`src/hdl/lzps_pkg.sv`:
```
`timescale 1ns / 1ps
`default_nettype none
// ----------------------------------------------------------------------------
// lzps_pkg
// shared types, constants and helpers for the lz78 pair stream parser
// ----------------------------------------------------------------------------
package lzps_pkg;

    // longest index sequence taken, lead byte included (range 1 to 4)
    localparam int MAX_SEQ_LEN = 4;
    localparam logic [2:0] SEQ_LIMIT = 3'(MAX_SEQ_LEN);
    // longest sequence the lead byte coding can announce
    localparam logic [2:0] CODE_LIMIT = 3'd4;

    localparam int BYTE_W  = 8;
    localparam int INDEX_W = 21;

    // input opcodes (carried on s_tuser)
    localparam logic OP_DATA = 1'b0;
    localparam logic OP_EOS  = 1'b1;

    // special lengths returned by lead_len
    localparam logic [2:0] LEN_STRAY    = 3'd0;
    localparam logic [2:0] LEN_SINGLE   = 3'd1;
    localparam logic [2:0] LEN_OVERLONG = 3'd5;

    localparam logic [BYTE_W-1:0] CONT_MASK = 8'hC0;
    localparam logic [BYTE_W-1:0] CONT_TAG  = 8'h80;
    localparam logic [BYTE_W-1:0] END_CHAR  = 8'h7E;

    typedef enum logic [2:0] {
        PH_LEAD = 3'b001,
        PH_CONT = 3'b010,
        PH_CHAR = 3'b100
    } phase_t;

    typedef struct packed {
        phase_t             phase;
        logic [2:0]         expected;
        logic [2:0]         seen;
        logic [INDEX_W-1:0] acc;
    } parse_state_t;

    typedef struct packed {
        logic               valid;
        logic [INDEX_W-1:0] index;
        logic [BYTE_W-1:0]  pchar;
        logic               term;
    } pair_t;

    localparam parse_state_t STATE_RESET = '{
        phase:    PH_LEAD,
        expected: 3'd0,
        seen:     3'd0,
        acc:      '0
    };

    // sequence length announced by a lead byte
    function automatic logic [2:0] lead_len(input logic [BYTE_W-1:0] b);
        logic [2:0] n;
        if (b < 8'h80)
            n = LEN_SINGLE;
        else if (b < 8'hC0)
            n = LEN_STRAY;
        else if (b <= 8'hDF)
            n = 3'd2;
        else if (b <= 8'hEF)
            n = 3'd3;
        else if (b <= 8'hF7)
            n = 3'd4;
        else
            n = LEN_OVERLONG;
        return n;
    endfunction

    // 6 * k for the payload bit position of a byte
    function automatic logic [4:0] six_times(input logic [2:0] k);
        return ({2'b00, k} << 2) + ({2'b00, k} << 1);
    endfunction

endpackage
`default_nettype wire

```
`src/hdl/lzps_step.sv`:
```
`timescale 1ns / 1ps
`default_nettype none
// ----------------------------------------------------------------------------
// lzps_step
// next parser state and emitted pair for one stream transaction
// ----------------------------------------------------------------------------
module lzps_step
(
    input  var lzps_pkg::parse_state_t cur,
    input  wire                        opcode,
    input  wire [7:0]                  byte_value,
    output lzps_pkg::parse_state_t     nxt,
    output lzps_pkg::pair_t            res
);

    logic [2:0]  lead_n;
    logic [7:0]  lead_mask;
    logic [4:0]  lead_shift;
    logic [20:0] lead_acc;
    logic [2:0]  seen_inc;
    logic [4:0]  cont_shift;
    logic [20:0] cont_acc;
    logic        cont_ok;

    always_comb
    begin
        lead_n     = lzps_pkg::lead_len(byte_value);
        lead_mask  = 8'h7F >> lead_n;
        lead_shift = lzps_pkg::six_times(lead_n - 3'd1);
        lead_acc   = {13'b0, byte_value & lead_mask} << lead_shift;
        seen_inc   = cur.seen + 3'd1;
        cont_shift = lzps_pkg::six_times(cur.expected - seen_inc);
        cont_acc   = {15'b0, byte_value[5:0]} << cont_shift;
        cont_ok    = ((byte_value & lzps_pkg::CONT_MASK) == lzps_pkg::CONT_TAG)
                     && (cur.seen < cur.expected)
                     && (cur.expected <= lzps_pkg::CODE_LIMIT);
    end

    always_comb
    begin
        nxt       = cur;
        res.valid = 1'b0;
        res.index = cur.acc;
        res.pchar = byte_value;
        res.term  = 1'b0;
        if (opcode == lzps_pkg::OP_EOS)
        begin
            nxt       = lzps_pkg::STATE_RESET;
            res.valid = 1'b1;
            res.index = '0;
            res.pchar = lzps_pkg::END_CHAR;
            res.term  = 1'b1;
        end
        else
        begin
            unique case (cur.phase)
                lzps_pkg::PH_CONT:
                begin
                    if (cont_ok)
                    begin
                        nxt.seen = seen_inc;
                        nxt.acc  = cur.acc | cont_acc;
                        if (seen_inc == cur.expected)
                            nxt.phase = lzps_pkg::PH_CHAR;
                    end
                    else
                    begin
                        // truncated sequence: byte dropped, missing bits stay zero
                        nxt.phase = lzps_pkg::PH_CHAR;
                    end
                end
                lzps_pkg::PH_CHAR:
                begin
                    nxt       = lzps_pkg::STATE_RESET;
                    res.valid = 1'b1;
                end
                default:
                begin
                    nxt = lzps_pkg::STATE_RESET;
                    if (lead_n == lzps_pkg::LEN_STRAY)
                    begin
                        // stray continuation byte: dropped
                    end
                    else if (lead_n == lzps_pkg::LEN_SINGLE)
                    begin
                        nxt.acc   = {14'b0, byte_value[6:0]};
                        nxt.phase = lzps_pkg::PH_CHAR;
                    end
                    else if (lead_n == lzps_pkg::LEN_OVERLONG
                             || lead_n > lzps_pkg::SEQ_LIMIT)
                    begin
                        nxt.phase = lzps_pkg::PH_CHAR;
                    end
                    else
                    begin
                        nxt.expected = lead_n;
                        nxt.seen     = 3'd1;
                        nxt.acc      = lead_acc;
                        nxt.phase    = lzps_pkg::PH_CONT;
                    end
                end
            endcase
        end
    end

endmodule
`default_nettype wire

```
`src/hdl/lz78_pair_stream_parser_unit.sv`:
```
`timescale 1ns / 1ps
`default_nettype none
// ----------------------------------------------------------------------------
// lz78_pair_stream_parser_unit
// parses a byte stream of (utf-8 coded index, character) pairs into pairs
// ----------------------------------------------------------------------------
// channel  dir  tdata                                     tuser
// s_*      in   [7:0] byte_value                          [0] opcode (1 = eos)
// m_*      out  [20:0] pair_index, [28:21] pair_char      [0] is_terminator
//
// one transaction per cycle while the skid stage is empty: the parse step is a
// single combinational pass from the state register into the output register
// at most one pair leaves per accepted transaction, always from the output register
// a skid register behind the output register keeps s_tready a flop, so a
// stall on m_tready reaches s_tready via the skid valid flop; nothing is lost
// reset clears parse state and both output stages; s_tready rises in the
// cycle after rst_n is released
// ----------------------------------------------------------------------------
module lz78_pair_stream_parser_unit
(
    input  wire         clk,
    input  wire         rst_n,
    input  wire         s_tvalid,
    output logic        s_tready,
    input  wire  [7:0]  s_tdata,   // [7:0] byte_value
    input  wire         s_tuser,   // [0] opcode
    output logic        m_tvalid,
    input  wire         m_tready,
    output logic [31:0] m_tdata,   // [20:0] pair_index, [28:21] pair_char, [31:29] zero
    output logic        m_tuser    // [0] is_terminator
);

    lzps_pkg::parse_state_t state_reg;
    lzps_pkg::parse_state_t state_next;
    lzps_pkg::pair_t        step_res;
    lzps_pkg::pair_t        out_reg;
    lzps_pkg::pair_t        skid_reg;
    logic                   run_reg;
    logic                   in_fire;
    logic                   out_free;

    assign in_fire  = s_tvalid & s_tready;
    // main output stage can take a new pair this cycle
    assign out_free = ~out_reg.valid | m_tready;

    lzps_step u_step
    (
        .cur        (state_reg),
        .opcode     (s_tuser),
        .byte_value (s_tdata),
        .nxt        (state_next),
        .res        (step_res)
    );

    // parse state
    always_ff @(posedge clk or negedge rst_n)
    begin
        if (!rst_n)
        begin
            state_reg <= lzps_pkg::STATE_RESET;
        end
        else if (in_fire)
        begin
            state_reg <= state_next;
        end
    end

    // output register plus skid register
    always_ff @(posedge clk or negedge rst_n)
    begin
        if (!rst_n)
        begin
            run_reg        <= 1'b0;
            out_reg.valid  <= 1'b0;
            skid_reg.valid <= 1'b0;
        end
        else
        begin
            run_reg <= 1'b1;
            if (skid_reg.valid)
            begin
                // input is held off while the skid stage is full
                if (m_tready)
                begin
                    out_reg        <= skid_reg;
                    skid_reg.valid <= 1'b0;
                end
            end
            else if (out_free)
            begin
                if (in_fire & step_res.valid)
                begin
                    out_reg <= step_res;
                end
                else
                begin
                    out_reg.valid <= 1'b0;
                end
            end
            else if (in_fire & step_res.valid)
            begin
                skid_reg <= step_res;
            end
        end
    end

    assign s_tready = run_reg & ~skid_reg.valid;
    assign m_tvalid = out_reg.valid;
    assign m_tdata  = {3'b000, out_reg.pchar, out_reg.index};
    assign m_tuser  = out_reg.term;

    // the skid stage only fills behind a stalled output register
    assert property (@(posedge clk) disable iff (!rst_n)
        skid_reg.valid |-> out_reg.valid)
        else $error("skid stage holds a pair while output register is empty");

    // collecting continuation bytes always has some left to take
    assert property (@(posedge clk) disable iff (!rst_n)
        (state_reg.phase == lzps_pkg::PH_CONT)
            |-> (state_reg.seen < state_reg.expected && state_reg.expected >= 3'd2))
        else $error("continuation phase with no bytes outstanding");

    // end of stream always returns the parser to the lead position
    assert property (@(posedge clk) disable iff (!rst_n)
        (in_fire && s_tuser == lzps_pkg::OP_EOS)
            |=> (state_reg.phase == lzps_pkg::PH_LEAD && state_reg.acc == '0))
        else $error("parser not cleared after end of stream");

    // a terminator pair carries index zero and the closing character
    assert property (@(posedge clk) disable iff (!rst_n)
        (m_tvalid && m_tuser)
            |-> (m_tdata[20:0] == '0 && m_tdata[28:21] == lzps_pkg::END_CHAR))
        else $error("malformed terminator pair");

endmodule
`default_nettype wire

```
`config.mk`:
```
export PLATFORM = sky130hd
export DESIGN_NAME = lz78_pair_stream_parser_unit
export DESIGN_NICKNAME = d
export VERILOG_FILES = /design/src/hdl/lzps_pkg.sv /design/src/hdl/lzps_step.sv /design/src/hdl/lz78_pair_stream_parser_unit.sv
export SDC_FILE = /design/constraint.sdc
export NUM_CORES = 1
export LEC_CHECK = 0
export BUFFER_PORTS_ARGS = -buffer_cell sky130_fd_sc_hd__buf_2
export CORE_ASPECT_RATIO = 1.25
export CORE_MARGIN = 8
export CORE_UTILIZATION = 67
export CTS_BUF_LIST = sky130_fd_sc_hd__clkbuf_4
export DETAILED_ROUTE_END_ITERATION = 8
export PLACE_DENSITY = 0.88
export SYNTH_ARGS = -nofsm -noshare
export SYNTH_HDL_FRONTEND = slang
export SYNTH_HIERARCHICAL = 1
export SYNTH_SLANG_ARGS = --single-unit
export TNS_END_PERCENT = 30
```
`constraint.sdc`:
```
create_clock -name clk -period 7.6 [get_ports clk]
set_input_delay 0 -clock clk [delete_from_list [all_inputs] [get_ports clk]]
set_output_delay 0 -clock clk [all_outputs]
set_load 0.02 [all_outputs]
```
==> results.md <==
| Metric | This run |
| --- | --- |
| Status | finished, final reports clean |
| H-tree Lvls | 3 |
| Area fraction of the dominant cell type after synthesis | 32.0% |
| Internal | 0.814 mW |
| Most frequent standard cell in the layout excluding fill and tap cells | sky130_fd_sc_hd__edfxtp_1 |
| Flip-flop count of the largest register, all copies and words added | 31 |
| Setup Skew | 0.0308 ns |
| Startpoint of the most critical register-to-register path | state_reg[24] |
| Fraction of the yosys area taken by sequential cells | 46.7% |
| Hold violation total from the final report | 0 |
| Maximum number of pins on one net before global-route repair | 53 |
| Met1 Wirelength | 5.68 mm |
| Ranking of synthesized cells by area | sky130_fd_sc_hd__edfxtp_1 (32%), sky130_fd_sc_hd__dfrtp_1 (14%), sky130_fd_sc_hd__mux2_4 (8.0%), sky130_fd_sc_hd__mux2_2 (6.0%), sky130_fd_sc_hd__nor2b_1 (3.2%) |
| Relative contribution of the clock network to total power | 19.6% |
| Number of antenna violations at the first check in global routing | 0 |
| Final routed wire length divided by cell count | 23.0 um |
| CP Class | flip-flop to flip-flop |
| End point of the worst hold path | skid_reg[1] |
| Tcrit/Tclk final | 52.6% |
| Arrival time at the worst endpoint | 4.36 ns |
| Required time of the worst setup path | 7.97 ns |
| Area of the die | 11600 sq um |
| Most used cells in the layout excluding fill and tap cells | sky130_fd_sc_hd__edfxtp_1 (60), sky130_fd_sc_hd__buf_2 (44), sky130_fd_sc_hd__a21oi_1 (33), sky130_fd_sc_hd__dfrtp_1 (32) |
| Per-cell via count in the routed design | 6.68 |
| Highest clock rate | 250 MHz |
| Placeable Area | 8190 sq um |
| Total net switching power | 0.521 mW |
| Leading register cell type out of synthesis | sky130_fd_sc_hd__edfxtp_1 |
| Power share of the sequential group | 44.3% |
| Clock Root Buffer | sky130_fd_sc_hd__clkbuf_4 |
| Floorplan die width | 98.0 um |
| Final critical-path required period | 3.99 ns |
| Yosys warning total | 6 |
| Worst hold path class | primary input to flip-flop |
| 1st-iter DRT viols | 421 |
| Sum of overflow across all layers after global routing | 0 |
| Sum of met2 wire segment lengths after detailed routing | 7.08 mm |
| Setup tns final | 0 ns |
| Syn-to-layout area delta | 6.34% |
| Worst Setup Start Kind | flip-flop |
| TritonCTS clock tree | yes |
| Slew at the pin closest to its max-slew limit | 0.853 ns |
| Total inserted antenna cells | 0 |
| Power, Total | 1.34 mW |
| Cell depth of the worst hold path | 3 |
| Nets@finish | 560 |
| Router iterations before antenna repair | 5 |
| Count of buffers inserted at the top-level ports | 44 |
| Max-slew headroom at the worst pin | 43.1% |
| Total length of routed met3 wires | 1.11 mm |
| Fraction of final layout cells with drive strength greater than 1 | 26.6% |
| DPL Wire Length | 10.6 mm |
| Origin of the worst min-delay path | s_tdata[0] |
| Worst-case clock buffer depth | 2 |
| Worst reg2reg path endpoint | state_reg[11] |
| Post-route DRC | 0 |
| Power density normalized to cell area | 223 nW/um^2 |
| Effective utilization at floorplan | 68.7% |
| Post-route antenna net violation count | 0 |
| Post-synth ARST share | 35.5% |
| Kind of end point of the critical path | flip-flop |
| Worst skew pair latency | 0.46 ns |
| Post-synth design cell area | 5630 sq um |
| Share of total power consumed by net switching | 39.0% |
| Floorplan die height | 118 um |
| Vias in the first global route | 4239 |
| Worst reg2reg path depth | 12 |
| Weighted congestion reported at the end of routability-driven placement | 1.00 |
| LEAKAGE | 2.50 nW |
| Final setup fails | 0 |
| Number of synthesized register bits | 93 |
| Synthesized area divided by synthesized cell count | 11.2 sq um |
| I/O Pins | 48 |
| Clock Sink Count | 93 |
| Final Max Slew Viols | 0 |
| Count of flip-flops with a built-in enable after synthesis | 60 |
| Register-to-register setup slack | 3.61 ns |
| Worst vdd ir | 200 uV |
| Number of max-capacitance violations reported | 0 |
| Number of distinct standard cells referenced by the synthesized netlist | 72 |
| Fraction of power consumed by combinational cells | 36.1% |
| Highest signal layer in the routed design | met4 |
| Aggregate routed wire length | 14.6 mm |
| CP max FO | 20 |
| Cell type contributing the most total cell area after synthesis | sky130_fd_sc_hd__edfxtp_1 |
| Reg clk slew, reported paths | 0.17 ns |
| Tot GR Track Use | 25.6% |
| Fill cell instance count of the final layout | 592 |
| Unrepaired setup endpoints after global routing | no |
| Number of buffers created by CTS | 9 |
| Via total after detailed routing | 4236 |
| First-pass GRT wire length | 23.4 mm |
| Gate Count Post-Synth | 502 |
| Std-Cell Rows | 37 |
-- power by group through the flow --
stage,Sequential (mW),Combinational (mW),Clock [mW]
floorplan,0.600,0.343,0
global placement,0.600,0.463,0
detailed placement,0.602,0.462,0
CTS,0.591,0.465,0.265
global route,0.595,0.514,0.283
finish,0.591,0.482,0.262
-- stage by stage --
step	instance area, sq um	hold WS [ns]	cells	setup slack (ns)	util, %
2_1_floorplan	5640	-0.296	504	4.29	-
3_3_place_gp	5810	0.134	614	3.72	70.9
3_5_place_dp	5810	0.147	614	3.71	70.9
4_1_cts	5980	0.00495	634	3.69	73.0
5_1_grt	5980	0.0186	634	3.36	73.0
6_report	5980	0.0203	634	3.61	73.0
-- metal layers --
layer	vias up	global-route usage, %
met3	60	5.05
met5	-	0
met1	2044	31.2
met2	232	41.9
met4	0	14.2
li1	1900	-
-- layout make-up --
class                           count  area, sq um  share of cell area [%]
Inverter                           24         92.6                    1.55
Clock buffer                        9         67.6                    1.13
Timing Repair Buffer               52          290                    4.85
Multi-Input combinational cell    352         2710                    45.3
Sequential cell                    93         2630                    43.9
Clock inverter                      7         70.1                    1.17
Tap cell                           97          121                    2.03
-- synthesized netlist by cell type (2+ instances only) --
master	count
sky130_fd_sc_hd__a221oi_1	3
sky130_fd_sc_hd__and3_1	7
sky130_fd_sc_hd__fa_1	3
sky130_fd_sc_hd__nand4_1	4
sky130_fd_sc_hd__inv_1	23
sky130_fd_sc_hd__or2_2	7
sky130_fd_sc_hd__a31oi_1	6
sky130_fd_sc_hd__a211o_1	3
sky130_fd_sc_hd__o21ai_0	22
sky130_fd_sc_hd__o21a_1	3
sky130_fd_sc_hd__buf_4	6
sky130_fd_sc_hd__or4_1	2
sky130_fd_sc_hd__nor3_1	9
sky130_fd_sc_hd__nor2_1	31
sky130_fd_sc_hd__a21o_1	2
sky130_fd_sc_hd__buf_6	5
sky130_fd_sc_hd__o31ai_1	2
sky130_fd_sc_hd__xnor2_1	2
sky130_fd_sc_hd__nand3_1	15
sky130_fd_sc_hd__mux2_2	30
sky130_fd_sc_hd__nand2b_1	5
sky130_fd_sc_hd__clkbuf_2	2
sky130_fd_sc_hd__a22oi_1	4
sky130_fd_sc_hd__clkbuf_1	16
sky130_fd_sc_hd__a21oi_1	33
sky130_fd_sc_hd__edfxtp_1	60
sky130_fd_sc_hd__buf_2	5
sky130_fd_sc_hd__nor2b_1	29
sky130_fd_sc_hd__conb_1	2
sky130_fd_sc_hd__or3_1	4
sky130_fd_sc_hd__a22o_1	3
sky130_fd_sc_hd__nand2_1	31
sky130_fd_sc_hd__ha_1	12
sky130_fd_sc_hd__a41o_1	2
sky130_fd_sc_hd__a32o_1	2
sky130_fd_sc_hd__o22ai_1	4
sky130_fd_sc_hd__dfrtp_1	32
sky130_fd_sc_hd__xor2_1	2
sky130_fd_sc_hd__mux2_4	30
sky130_fd_sc_hd__a32oi_1	4
sky130_fd_sc_hd__mux2i_1	4
-- worst max-delay path by stage --
stage	startpoint	end	slack, ns
CTS	state_reg[24]	state_reg[1]	3.69
global route	state_reg[24]	state_reg[8]	3.36
detailed placement	state_reg[24]	state_reg[8]	3.71
finish	state_reg[24]	state_reg[11]	3.61
floorplan	state_reg[21]	state_reg[10]	4.29
global placement	state_reg[24]	state_reg[1]	3.72
-- logic make-up after synthesis --
logic type	share of synthesized area, %
flip-flops	46.7
AO/OA/AOI/OAI	13.1
multiplexers	14.7
XOR/XNOR	1.89
adder cells (fa/ha/maj)	3.73
AND/OR/NAND/NOR	14.5
buffers and inverters	5.20
other	0.133
-- worst max-delay path: stages (launching register included) --
cell and delay (ns):
sky130_fd_sc_hd__dfrtp_1 0.46, sky130_fd_sc_hd__inv_1 0.09, sky130_fd_sc_hd__ha_1 0.75, sky130_fd_sc_hd__inv_1 0.26
sky130_fd_sc_hd__ha_1 0.29, sky130_fd_sc_hd__fa_1 0.79, sky130_fd_sc_hd__nor2b_1 0.19, sky130_fd_sc_hd__a22o_1 0.28
sky130_fd_sc_hd__nand2_1 0.07, sky130_fd_sc_hd__nand2_1 0.07, sky130_fd_sc_hd__a221oi_1 0.28, sky130_fd_sc_hd__a21oi_1 0.07
sky130_fd_sc_hd__mux2_4 0.28
-- timing repair --
item | in CTS | in global routing
resized for setup | 0 | 0
hold buffers | 4 | 0
buffers inserted | 0 | 0
endpoints found under the setup margin | 0 | 0
hold endpoints to repair | 35 | 0
(Power assumes the default switching activity.)
